File: src/hdl/pap_pkg.sv
// ----------------------------------------------------------------------------
// pap_pkg: shared types and constants for the polygon area/perimeter unit
// Control structs for the serial arithmetic units, the sequencer states and
// the fixed result widths.
// ----------------------------------------------------------------------------
`timescale 1ns / 1ps

package pap_pkg;

  // Fixed result widths
  localparam int CROSS_BITS = 58;
  localparam int AREA_BITS  = 57;
  localparam int LEN_BITS   = 36;

  // Register select (word address bit 2)
  localparam logic REG_AREA_EN  = 1'b0;
  localparam logic REG_PERIM_EN = 1'b1;

  typedef enum logic [2:0] {
    ST_IDLE,
    ST_LOAD,
    ST_MUL,
    ST_CROSS_ADD,
    ST_CROSS_SUB,
    ST_SQRT,
    ST_LEN,
    ST_EMIT
  } pap_state_t;

  typedef struct packed {
    logic load;
    logic step;
    logic last;
  } pap_mul_ctl_t;

  typedef struct packed {
    logic load;
    logic step;
  } pap_sqrt_ctl_t;

endpackage

File: src/hdl/pap_serial_mult.sv
// ----------------------------------------------------------------------------
// pap_serial_mult: bit-serial signed multiplier
// One multiplier bit per cycle while stepping, shift-right add; the sign bit
// is subtracted on the last step. The product is ready after W steps.
// ----------------------------------------------------------------------------
`timescale 1ns / 1ps

module pap_serial_mult #(
  parameter int W = 25
) (
  input  logic                    clk,
  input  pap_pkg::pap_mul_ctl_t   ctl,
  input  logic [W-1:0]            a,
  input  logic [W-1:0]            b,
  output logic [2*W-1:0]          product
);

  logic [W-1:0] mcand;
  logic [W-1:0] mplier;
  logic [W+1:0] acc_hi;
  logic [W+1:0] ext_a;
  logic [W+1:0] addend;
  logic [W+1:0] sum;

  always_comb begin
    ext_a = {{2{mcand[W-1]}}, mcand};
    if (!mplier[0]) begin
      addend = '0;
    end else if (ctl.last) begin
      addend = -ext_a;
    end else begin
      addend = ext_a;
    end
    sum = acc_hi + addend;
  end

  always_ff @(posedge clk) begin
    if (ctl.load) begin
      mcand  <= a;
      mplier <= b;
      acc_hi <= '0;
    end else if (ctl.step) begin
      // arithmetic shift of the partial product, low bit into the multiplier
      acc_hi <= {sum[W+1], sum[W+1:1]};
      mplier <= {sum[0], mplier[W-1:1]};
    end
  end

  assign product = {acc_hi[W-1:0], mplier};

endmodule

File: src/hdl/pap_serial_sqrt.sv
// ----------------------------------------------------------------------------
// pap_serial_sqrt: restoring integer square root, one root bit per cycle
// Two radicand bits come down each step, while ctl.step is high; the root
// rounds down and is ready after RAD_BITS/2 steps.
// ----------------------------------------------------------------------------
`timescale 1ns / 1ps

module pap_serial_sqrt #(
  parameter int RAD_BITS = 50
) (
  input  logic                         clk,
  input  pap_pkg::pap_sqrt_ctl_t       ctl,
  input  logic [RAD_BITS-1:0]          radicand,
  output logic [RAD_BITS/2-1:0]        root
);

  localparam int ROOT_BITS = RAD_BITS / 2;
  localparam int TW        = ROOT_BITS + 3;

  logic [RAD_BITS-1:0]  rad;
  logic [ROOT_BITS:0]   rem;
  logic [TW-1:0]        rem_sh;
  logic [TW-1:0]        trial;
  logic [TW-1:0]        diff;
  logic                 fits;

  always_comb begin
    rem_sh = {rem, rad[RAD_BITS-1 -: 2]};
    trial  = {1'b0, root, 2'b01};
    diff   = rem_sh - trial;
    fits   = (rem_sh >= trial);
  end

  always_ff @(posedge clk) begin
    if (ctl.load) begin
      rad  <= radicand;
      rem  <= '0;
      root <= '0;
    end else if (ctl.step) begin
      rad  <= {rad[RAD_BITS-3:0], 2'b00};
      rem  <= fits ? diff[ROOT_BITS:0] : rem_sh[ROOT_BITS:0];
      root <= {root[ROOT_BITS-2:0], fits};
    end
  end

endmodule

File: src/hdl/polygon_area_perimeter_unit.sv
// ----------------------------------------------------------------------------
// polygon_area_perimeter_unit: shoelace area and perimeter of one ring
// Accumulates cross terms and rounded-down edge lengths vertex by vertex and
// reports |sum of cross terms| and the length sum on the last vertex.
// ----------------------------------------------------------------------------
//
//   channel  | signals                                  | direction
//   ---------+------------------------------------------+----------
//   vertex   | in_valid/in_ready, x_coord, y_coord,     | in
//            | last_vertex                              |
//   result   | out_valid/out_ready, area, perimeter,    | out
//            | overflow                                 |
//   config   | psel/penable/pwrite/paddr/pwdata/prdata  | in/out
//
// An edge runs four serial multipliers side by side and then a serial square
// root, each one bit per cycle. A vertex that adds an edge holds off the next
// transfer until its edge is done; a last vertex runs its edge plus the
// closing edge. A first vertex or one past the vertex limit, when not last,
// is taken without leaving idle. Synchronous reset; the result register lets
// the next vertex in while a result waits, and the unit stalls only when a new
// result finds it full.
// ----------------------------------------------------------------------------
`timescale 1ns / 1ps

module polygon_area_perimeter_unit #(
  parameter int COORD_BITS   = 24,
  parameter int MAX_VERTICES = 1024
) (
  input  logic                               clk,
  input  logic                               rst,
  // configuration
  input  logic                               psel,
  input  logic                               penable,
  input  logic                               pwrite,
  input  logic [2:0]                         paddr,
  input  logic [31:0]                        pwdata,
  output logic [31:0]                        prdata,
  output logic                               pready,
  // vertices
  input  logic                               in_valid,
  output logic                               in_ready,
  input  logic signed [COORD_BITS-1:0]       x_coord,
  input  logic signed [COORD_BITS-1:0]       y_coord,
  input  logic                               last_vertex,
  // results
  output logic                               out_valid,
  input  logic                               out_ready,
  output logic [pap_pkg::AREA_BITS-1:0]      area,
  output logic [pap_pkg::LEN_BITS-1:0]       perimeter,
  output logic                               overflow
);

  localparam int W         = COORD_BITS + 1;
  localparam int PROD_BITS = 2 * W;
  localparam int SUM_BITS  = ((PROD_BITS > pap_pkg::CROSS_BITS) ? PROD_BITS
                              : pap_pkg::CROSS_BITS) + 1;
  localparam int CNT_BITS  = $clog2(MAX_VERTICES + 1);
  localparam int STEP_BITS = $clog2(W);
  localparam int CB        = pap_pkg::CROSS_BITS;
  localparam int LB        = pap_pkg::LEN_BITS;
  localparam int AB        = pap_pkg::AREA_BITS;

  localparam logic signed [SUM_BITS-1:0] CROSS_HI =
    {{(SUM_BITS-AB){1'b0}}, {AB{1'b1}}};
  localparam logic signed [SUM_BITS-1:0] CROSS_LO = ~CROSS_HI;

  pap_pkg::pap_state_t    state, state_next;
  pap_pkg::pap_mul_ctl_t  mul_ctl;
  pap_pkg::pap_sqrt_ctl_t sqrt_ctl;

  logic                   area_en, perim_en;
  logic                   cfg_write;

  logic [COORD_BITS-1:0]  first_x, first_y, prev_x, prev_y;
  logic [COORD_BITS-1:0]  ax, ay, bx, by;
  logic signed [CB-1:0]   cross_sum;
  logic [LB-1:0]          length_sum;
  logic [CNT_BITS-1:0]    vertex_count;
  logic                   in_polygon;
  logic                   saturated;
  logic                   close_pend;
  logic                   emit_pend;
  logic [STEP_BITS-1:0]   step_cnt;
  logic                   step_last;

  logic                   in_xfer;
  logic                   has_room;
  logic                   out_free;

  logic [W-1:0]           ax_w, ay_w, bx_w, by_w, dx, dy;
  logic [PROD_BITS-1:0]   prod [4];
  logic [PROD_BITS-1:0]   radicand;
  logic [W-1:0]           root;

  logic signed [SUM_BITS-1:0] cross_ext, addend, cross_raw;
  logic signed [CB-1:0]       cross_clamped;
  logic                       cross_over;
  logic [LB:0]                len_raw;
  logic [CB-1:0]              area_mag;

  // --------------------------------------------------------------------------
  // Configuration registers
  // --------------------------------------------------------------------------
  assign pready    = 1'b1;
  assign cfg_write = psel && penable && pwrite;

  always_ff @(posedge clk) begin
    if (rst) begin
      area_en  <= 1'b1;
      perim_en <= 1'b1;
    end else if (cfg_write) begin
      case (paddr[2])
        pap_pkg::REG_AREA_EN:  area_en  <= pwdata[0];
        pap_pkg::REG_PERIM_EN: perim_en <= pwdata[0];
        default:               area_en  <= area_en;
      endcase
    end
  end

  always_comb begin
    case (paddr[2])
      pap_pkg::REG_AREA_EN:  prdata = {31'b0, area_en};
      pap_pkg::REG_PERIM_EN: prdata = {31'b0, perim_en};
      default:               prdata = '0;
    endcase
  end

  // --------------------------------------------------------------------------
  // Serial arithmetic units
  // --------------------------------------------------------------------------
  assign ax_w = {ax[COORD_BITS-1], ax};
  assign ay_w = {ay[COORD_BITS-1], ay};
  assign bx_w = {bx[COORD_BITS-1], bx};
  assign by_w = {by[COORD_BITS-1], by};
  assign dx   = bx_w - ax_w;
  assign dy   = by_w - ay_w;

  pap_serial_mult #(.W(W)) u_mul_axby (
    .clk(clk), .ctl(mul_ctl), .a(ax_w), .b(by_w), .product(prod[0]));
  pap_serial_mult #(.W(W)) u_mul_bxay (
    .clk(clk), .ctl(mul_ctl), .a(bx_w), .b(ay_w), .product(prod[1]));
  pap_serial_mult #(.W(W)) u_mul_dxdx (
    .clk(clk), .ctl(mul_ctl), .a(dx), .b(dx), .product(prod[2]));
  pap_serial_mult #(.W(W)) u_mul_dydy (
    .clk(clk), .ctl(mul_ctl), .a(dy), .b(dy), .product(prod[3]));

  assign radicand = prod[2] + prod[3];

  pap_serial_sqrt #(.RAD_BITS(PROD_BITS)) u_sqrt (
    .clk(clk), .ctl(sqrt_ctl), .radicand(radicand), .root(root));

  // --------------------------------------------------------------------------
  // Accumulator arithmetic
  // --------------------------------------------------------------------------
  always_comb begin
    cross_ext = {{(SUM_BITS-CB){cross_sum[CB-1]}}, cross_sum};
    if (state == pap_pkg::ST_CROSS_ADD) begin
      addend = {{(SUM_BITS-PROD_BITS){prod[0][PROD_BITS-1]}}, prod[0]};
    end else begin
      addend = -{{(SUM_BITS-PROD_BITS){prod[1][PROD_BITS-1]}}, prod[1]};
    end
    cross_raw = cross_ext + addend;
    if (cross_raw > CROSS_HI) begin
      cross_clamped = CROSS_HI[CB-1:0];
      cross_over    = 1'b1;
    end else if (cross_raw < CROSS_LO) begin
      cross_clamped = CROSS_LO[CB-1:0];
      cross_over    = 1'b1;
    end else begin
      cross_clamped = cross_raw[CB-1:0];
      cross_over    = 1'b0;
    end
    len_raw  = {1'b0, length_sum} + {{(LB+1-W){1'b0}}, root};
    area_mag = cross_sum[CB-1] ? -cross_sum : cross_sum;
  end

  // --------------------------------------------------------------------------
  // Sequencer
  // --------------------------------------------------------------------------
  assign in_xfer   = in_valid && in_ready;
  assign has_room  = (vertex_count < CNT_BITS'(MAX_VERTICES));
  assign out_free  = !out_valid || out_ready;
  assign step_last = (step_cnt == STEP_BITS'(W - 1));

  always_comb begin
    state_next = state;
    case (state)
      pap_pkg::ST_IDLE: begin
        if (in_valid && ((in_polygon && has_room) || last_vertex)) begin
          state_next = pap_pkg::ST_LOAD;
        end
      end
      pap_pkg::ST_LOAD:      state_next = pap_pkg::ST_MUL;
      pap_pkg::ST_MUL: begin
        if (step_last) state_next = pap_pkg::ST_CROSS_ADD;
      end
      pap_pkg::ST_CROSS_ADD: state_next = pap_pkg::ST_CROSS_SUB;
      pap_pkg::ST_CROSS_SUB: state_next = pap_pkg::ST_SQRT;
      pap_pkg::ST_SQRT: begin
        if (step_last) state_next = pap_pkg::ST_LEN;
      end
      pap_pkg::ST_LEN: begin
        if (close_pend) begin
          state_next = pap_pkg::ST_LOAD;
        end else if (emit_pend) begin
          state_next = pap_pkg::ST_EMIT;
        end else begin
          state_next = pap_pkg::ST_IDLE;
        end
      end
      pap_pkg::ST_EMIT: begin
        if (out_free) state_next = pap_pkg::ST_IDLE;
      end
      default: state_next = pap_pkg::ST_IDLE;
    endcase
  end

  always_comb begin
    in_ready      = 1'b0;
    mul_ctl       = '0;
    sqrt_ctl      = '0;
    mul_ctl.last  = step_last;
    case (state)
      pap_pkg::ST_IDLE:      in_ready      = 1'b1;
      pap_pkg::ST_LOAD:      mul_ctl.load  = 1'b1;
      pap_pkg::ST_MUL:       mul_ctl.step  = 1'b1;
      pap_pkg::ST_CROSS_ADD: sqrt_ctl.load = 1'b1;
      pap_pkg::ST_SQRT:      sqrt_ctl.step = 1'b1;
      default:               in_ready      = 1'b0;
    endcase
  end

  always_ff @(posedge clk) begin
    if (rst) begin
      state <= pap_pkg::ST_IDLE;
    end else begin
      state <= state_next;
    end
  end

  always_ff @(posedge clk) begin
    if (state == pap_pkg::ST_LOAD || state == pap_pkg::ST_CROSS_SUB) begin
      step_cnt <= '0;
    end else if (state == pap_pkg::ST_MUL || state == pap_pkg::ST_SQRT) begin
      step_cnt <= step_cnt + STEP_BITS'(1);
    end
  end

  // --------------------------------------------------------------------------
  // Polygon state
  // --------------------------------------------------------------------------
  always_ff @(posedge clk) begin
    if (rst) begin
      first_x      <= '0;
      first_y      <= '0;
      prev_x       <= '0;
      prev_y       <= '0;
      cross_sum    <= '0;
      length_sum   <= '0;
      vertex_count <= '0;
      in_polygon   <= 1'b0;
      saturated    <= 1'b0;
      close_pend   <= 1'b0;
      emit_pend    <= 1'b0;
      out_valid    <= 1'b0;
    end else begin
      if (out_valid && out_ready && state != pap_pkg::ST_EMIT) out_valid <= 1'b0;

      case (state)
        pap_pkg::ST_IDLE: begin
          if (in_xfer) begin
            emit_pend <= last_vertex;
            if (!in_polygon) begin
              // open a new ring; a lone last vertex closes onto itself
              first_x      <= x_coord;
              first_y      <= y_coord;
              prev_x       <= x_coord;
              prev_y       <= y_coord;
              ax           <= x_coord;
              ay           <= y_coord;
              bx           <= x_coord;
              by           <= y_coord;
              cross_sum    <= '0;
              length_sum   <= '0;
              vertex_count <= CNT_BITS'(1);
              saturated    <= 1'b0;
              in_polygon   <= 1'b1;
              close_pend   <= 1'b0;
            end else if (has_room) begin
              ax           <= prev_x;
              ay           <= prev_y;
              bx           <= x_coord;
              by           <= y_coord;
              prev_x       <= x_coord;
              prev_y       <= y_coord;
              vertex_count <= vertex_count + CNT_BITS'(1);
              close_pend   <= last_vertex;
            end else begin
              // drop the vertex, close from the last one kept
              saturated  <= 1'b1;
              ax         <= prev_x;
              ay         <= prev_y;
              bx         <= first_x;
              by         <= first_y;
              close_pend <= 1'b0;
            end
          end
        end
        pap_pkg::ST_CROSS_ADD, pap_pkg::ST_CROSS_SUB: begin
          cross_sum <= cross_clamped;
          if (cross_over) saturated <= 1'b1;
        end
        pap_pkg::ST_LEN: begin
          if (len_raw[LB]) begin
            length_sum <= {LB{1'b1}};
            saturated  <= 1'b1;
          end else begin
            length_sum <= len_raw[LB-1:0];
          end
          if (close_pend) begin
            ax         <= prev_x;
            ay         <= prev_y;
            bx         <= first_x;
            by         <= first_y;
            close_pend <= 1'b0;
          end
        end
        pap_pkg::ST_EMIT: begin
          if (out_free) begin
            area         <= area_en ? (area_mag[CB-1] ? {AB{1'b1}} : area_mag[AB-1:0])
                                    : '0;
            perimeter    <= perim_en ? length_sum : '0;
            overflow     <= saturated || area_mag[CB-1];
            out_valid    <= 1'b1;
            emit_pend    <= 1'b0;
            in_polygon   <= 1'b0;
            vertex_count <= '0;
            cross_sum    <= '0;
            length_sum   <= '0;
            saturated    <= 1'b0;
          end
        end
        default: begin
        end
      endcase
    end
  end

  // --------------------------------------------------------------------------
  // Assertions
  // --------------------------------------------------------------------------
  a_count_bound: assert property (@(posedge clk) disable iff (rst)
    vertex_count <= CNT_BITS'(MAX_VERTICES))
    else $error("vertex count past limit");

  a_idle_clean: assert property (@(posedge clk) disable iff (rst)
    (state == pap_pkg::ST_IDLE && !in_polygon) |->
      (cross_sum == '0 && length_sum == '0 && !saturated))
    else $error("accumulators not cleared between rings");

  a_emit_loads: assert property (@(posedge clk) disable iff (rst)
    (state == pap_pkg::ST_EMIT && out_free) |=>
      (out_valid && state == pap_pkg::ST_IDLE && !in_polygon))
    else $error("result not registered on emit");

  a_len_monotonic: assert property (@(posedge clk) disable iff (rst)
    (state == pap_pkg::ST_LEN) |=> (length_sum >= $past(length_sum)))
    else $error("length sum decreased");

  a_close_then_emit: assert property (@(posedge clk) disable iff (rst)
    close_pend |-> emit_pend)
    else $error("closing edge pending without a result");

endmodule

File: config.mk
export PLATFORM = sky130hd
export DESIGN_NAME = polygon_area_perimeter_unit
export DESIGN_NICKNAME = d
export VERILOG_FILES = /design/src/hdl/pap_pkg.sv /design/src/hdl/pap_serial_mult.sv /design/src/hdl/pap_serial_sqrt.sv /design/src/hdl/polygon_area_perimeter_unit.sv
export SDC_FILE = /design/constraint.sdc
export NUM_CORES = 2
export LEC_CHECK = 0
export BUFFER_PORTS_ARGS = -buffer_cell sky130_fd_sc_hd__buf_4
export CAP_MARGIN = 25
export CORE_ASPECT_RATIO = 1.25
export CORE_MARGIN = 2
export CORE_UTILIZATION = 55
export CTS_CLUSTER_DIAMETER = 200
export DETAILED_ROUTE_END_ITERATION = 10
export PLACE_DENSITY = 0.72
export SLEW_MARGIN = 10
export SYNTH_ARGS = -nofsm -noshare
export SYNTH_HDL_FRONTEND = slang
export SYNTH_HIERARCHICAL = 1
export SYNTH_SLANG_ARGS = --single-unit
File: constraint.sdc
create_clock -name clk -period 11.9 [get_ports clk]
set_input_delay 0.595 -clock clk [delete_from_list [all_inputs] [get_ports clk]]
set_output_delay 0.595 -clock clk [all_outputs]
set_load 0.05 [all_outputs]
==> metrics <==
Post-DP Area between 50000 and 60000 sq um; clock latency on the worst-skew pair between 0.6 and 0.7 ns; largest net degree at the start of global routing roughly 180; register area share after synthesis about two fifths; CP Capture Type flip-flop; CP Data Arrival Time a little over 8 ns; antenna viol nets, final 0; Remaining Overflow, GRT 0; Worst Skew between 0.03 and 0.04 ns; kind of critical path flip-flop to flip-flop; final cell count without fillers 7054; Pins Over Slew Limit 0; vias in the first global route 40825; Hold Path End prev_x[18]; Final period util approximately 64%; setup tns final 0 ns; Tot Pwr between 15 and 20 mW; CP max stage cell edfxtp_1; cts bufs inserted 83; setup bufs post-CTS 0; share of cells above drive strength 1 between 10 and 15%; Routed WL per cell 20.28 microns; CP peak stage delay a little over 0.7 ns; commonest non-fill, non-tap cell in the layout nand2_1; RR Startpoint u_mul_bxay/mplier[0]; Crit. path cell count 24; min cycle time layout about 7.6 ns; Starting Density a little under three fifths; worst-margin pin slew about 1.0 ns; worst r2r dst cross_sum[7]; Max Clk Rate roughly 130 MHz; Design Area, Final 57770 sq um; largest voltage drop on the vdd net approximately 200 uV; Synth Register Bits roughly 800; Synthesis Warnings 6; Final Util between 50% and 60%; Post-synth EDFFs 440; cells after synthesis approximately 5700; startpoint types flip-flop; IO Pins 220; FFs w/ async S/R, synth 0%; nets around 6000; Buffers on Ports ~150; full die area between 90000 and 100000 sq um; Area growth, synth to finish 7.846%; multi-input logic area slightly above 30000 sq um; clock tree from TritonCTS yes; hold_sp x_coord[18]; R2R setup slack 4.26 ns; clk sinks between 800 and 900; DP HPWL ~110000 microns; DRT Wirelength between 100000 and 150000 microns; top_reg_cell synth edfxtp_1; Worst Hold Depth 3; Layout fillers 8466; Placed Cells between 6000 and 7000; GR Util All Layers 27.77%; Rows between 100 and 150; setup repair after global routing missed its margin no; Die Span Y roughly 350 microns; Mapped Area between 50000 and 60000 sq um; FF/Latch Area ~21000 sq um; vias per std cell about 6; crit path max fanout between 50 and 60; status complete, no violations; Mean Syn Cell Area 9.321 sq um; initial antenna violation count 4; placer congestion estimate slightly above 0.9; CP Buf/Inv Count 1; DRT iter0 DRCs approximately 3100; number of remaining DRC errors 0; relative slew slack a little under a third; # hold bufs at CTS 0; PwrDens about 280 nW/um^2; Critical Path RT roughly 12 ns; hold violation total from the final report 0; drt pass-1 iters 6; via count 42465; Setup WS pre-CTS 4.306 ns; # H-tree levels 3; Chip Width between 200 and 300 microns; CTS max path bufs 3; CP delay by family, top simple AND/OR/NAND/NOR gates; total core area between 90000 and 100000 sq um; Unique masters post-synth between 100 and 150; Max-cap violations 0; worst-path cell chain or4_1, or3_4, nand2b_1, nor2_2, nand3_1, nor2_2, nand2_1, or4_1, nor3_1, xor2_1, a21oi_1, ha_1, a21o_1, a21o_1, a21oi_1, o21ai_0, nor2_1, o21ai_0, a2111oi_0, xnor2_1, or3_2, buf_4, a21boi_1, a21oi_2; commonest cells after routing, fill and taps aside nand2_1 (587), a21oi_1 (517), edfxtp_1 (440), nor2_1 (398), dfxtp_1 (370); Hold Crit Class primary input to flip-flop; final setup violation count 0; Hold Worst Slack approximately 0.17 ns; # resized after CTS 0; clock slew at reported path FFs ~0.060 ns; first-pass GRT wire length ~220000 microns; Leakage approximately 23 nW; Final Worst Setup Slack roughly 4.3 ns; clock root buffer clkbuf_16; R2R depth 24
[Yosys cell counts (all sizes together) (14+ instances only)]
library cell  number  area, sq um
a211oi            78        585.6
a21boi            26        195.2
a21o             125        938.4
a21oi            521         2615
a221oi            15        137.6
a31oi            105        969.7
and2             139        872.1
and3              33        206.5
buf              170         1226
clkbuf           203        793.3
dfxtp            371         7427
edfxtp           440        13210
ha               332         4154
inv              208        780.8
mux2             247         2781
mux2i            105         1051
nand2            591         2226
nand2b            52        325.3
nand3             84        420.4
nand4             46        294.0
nor2             408         1546
nor2b             50        312.8
nor3             116        601.8
nor3b             16        120.1
nor4              40        271.5
o211ai            40        300.3
o21a              60        450.4
o21ai            258         1303
o21bai            43        322.8
o31a              14        122.6
o31ai             66        500.5
o41ai             24        270.3
or2               26        167.7
or3               58        372.9
or4               26        225.2
xnor2            271         2381
xor2             176         1541
[report_power, final]
| group | total (mW) | internal (mW) | switching [mW] | leakage [nW] |
|---|---|---|---|---|
| clock | 2.74 | 1.55 | 1.18 | 1.39 |
| sequential | 4.75 | 3.92 | 0.836 | 7.10 |
| combinational | 8.51 | 3.34 | 5.17 | 14.1 |
[state kept, by name, summed over array words and instances (netlist names), 26 cells and up]
name	cells
area	57
cross_sum	58
length_sum	36
perimeter	36
u_mul_axby/acc_hi	26
u_mul_bxay/acc_hi	26
u_mul_dxdx/acc_hi	26
u_mul_dydy/acc_hi	26
u_sqrt/rad	50
u_sqrt/rem	26
[routing by layer]
layer | track usage, % | part of all wire [%] | vias up
li1 | - | - | 20608
met1 | 34.53 | 41 | 20224
met2 | 47.28 | 48 | 1281
met3 | 3.262 | 5.5 | 348
met4 | 14.83 | 5.3 | 4
met5 | 0 | 0.020 | -
[worst reg2reg max path, cell delays in order (launching register included)]
cell and delay (ns):
edfxtp_1 0.72, or4_1 0.60, or3_4 0.39, nand2b_1 0.32, nor2_2 0.24, nand3_1 0.22, nor2_2 0.26, nand2_1 0.16
or4_1 0.59, nor3_1 0.24, xor2_1 0.16, a21oi_1 0.09, ha_1 0.42, a21o_1 0.22, a21o_1 0.17, a21oi_1 0.17
o21ai_0 0.11, nor2_1 0.14, o21ai_0 0.09, a2111oi_0 0.51, xnor2_1 0.37, or3_2 0.23, buf_4 0.67, a21boi_1 0.34
a21oi_2 0.07
[cell type report]
class                   instances  share of cell area, %
multi-input cells            4383                  52.48
inverters                     210                  1.369
repair buffers                193                  2.705
diodes                          1               0.004332
clock buffers                 115                  4.126
well taps                    1300                  2.816
clock inverters                41                 0.7711
flip-flops and latches        811                  35.73
[cells by family (layout without fill, tap and decap cells)]
group | Yosys count | count (layout) | share of synthesized area (%)
fa+ha+maj | 341 | 341 | 8.091
mux | 352 | 352 | 7.155
other cells | 2 | 33 | 0.01402
simple gates | 1719 | 1719 | 15.40
flops | 811 | 811 | 38.53
buf+inv | 583 | 559 | 5.242
xor+xnor | 447 | 447 | 7.323
compound gates | 1492 | 1492 | 18.24
[worst max-delay path by stage]
stage / from / to
3_5_place_dp: u_mul_bxay/mplier[0] / cross_sum[7]
2_1_floorplan: rst / area[0]
3_3_place_gp: u_mul_bxay/mplier[0] / cross_sum[7]
5_1_grt: u_mul_bxay/mplier[0] / cross_sum[7]
4_1_cts: u_mul_bxay/mplier[0] / cross_sum[7]
6_report: u_mul_bxay/mplier[0] / cross_sum[7]
(Power assumes the default switching activity.)
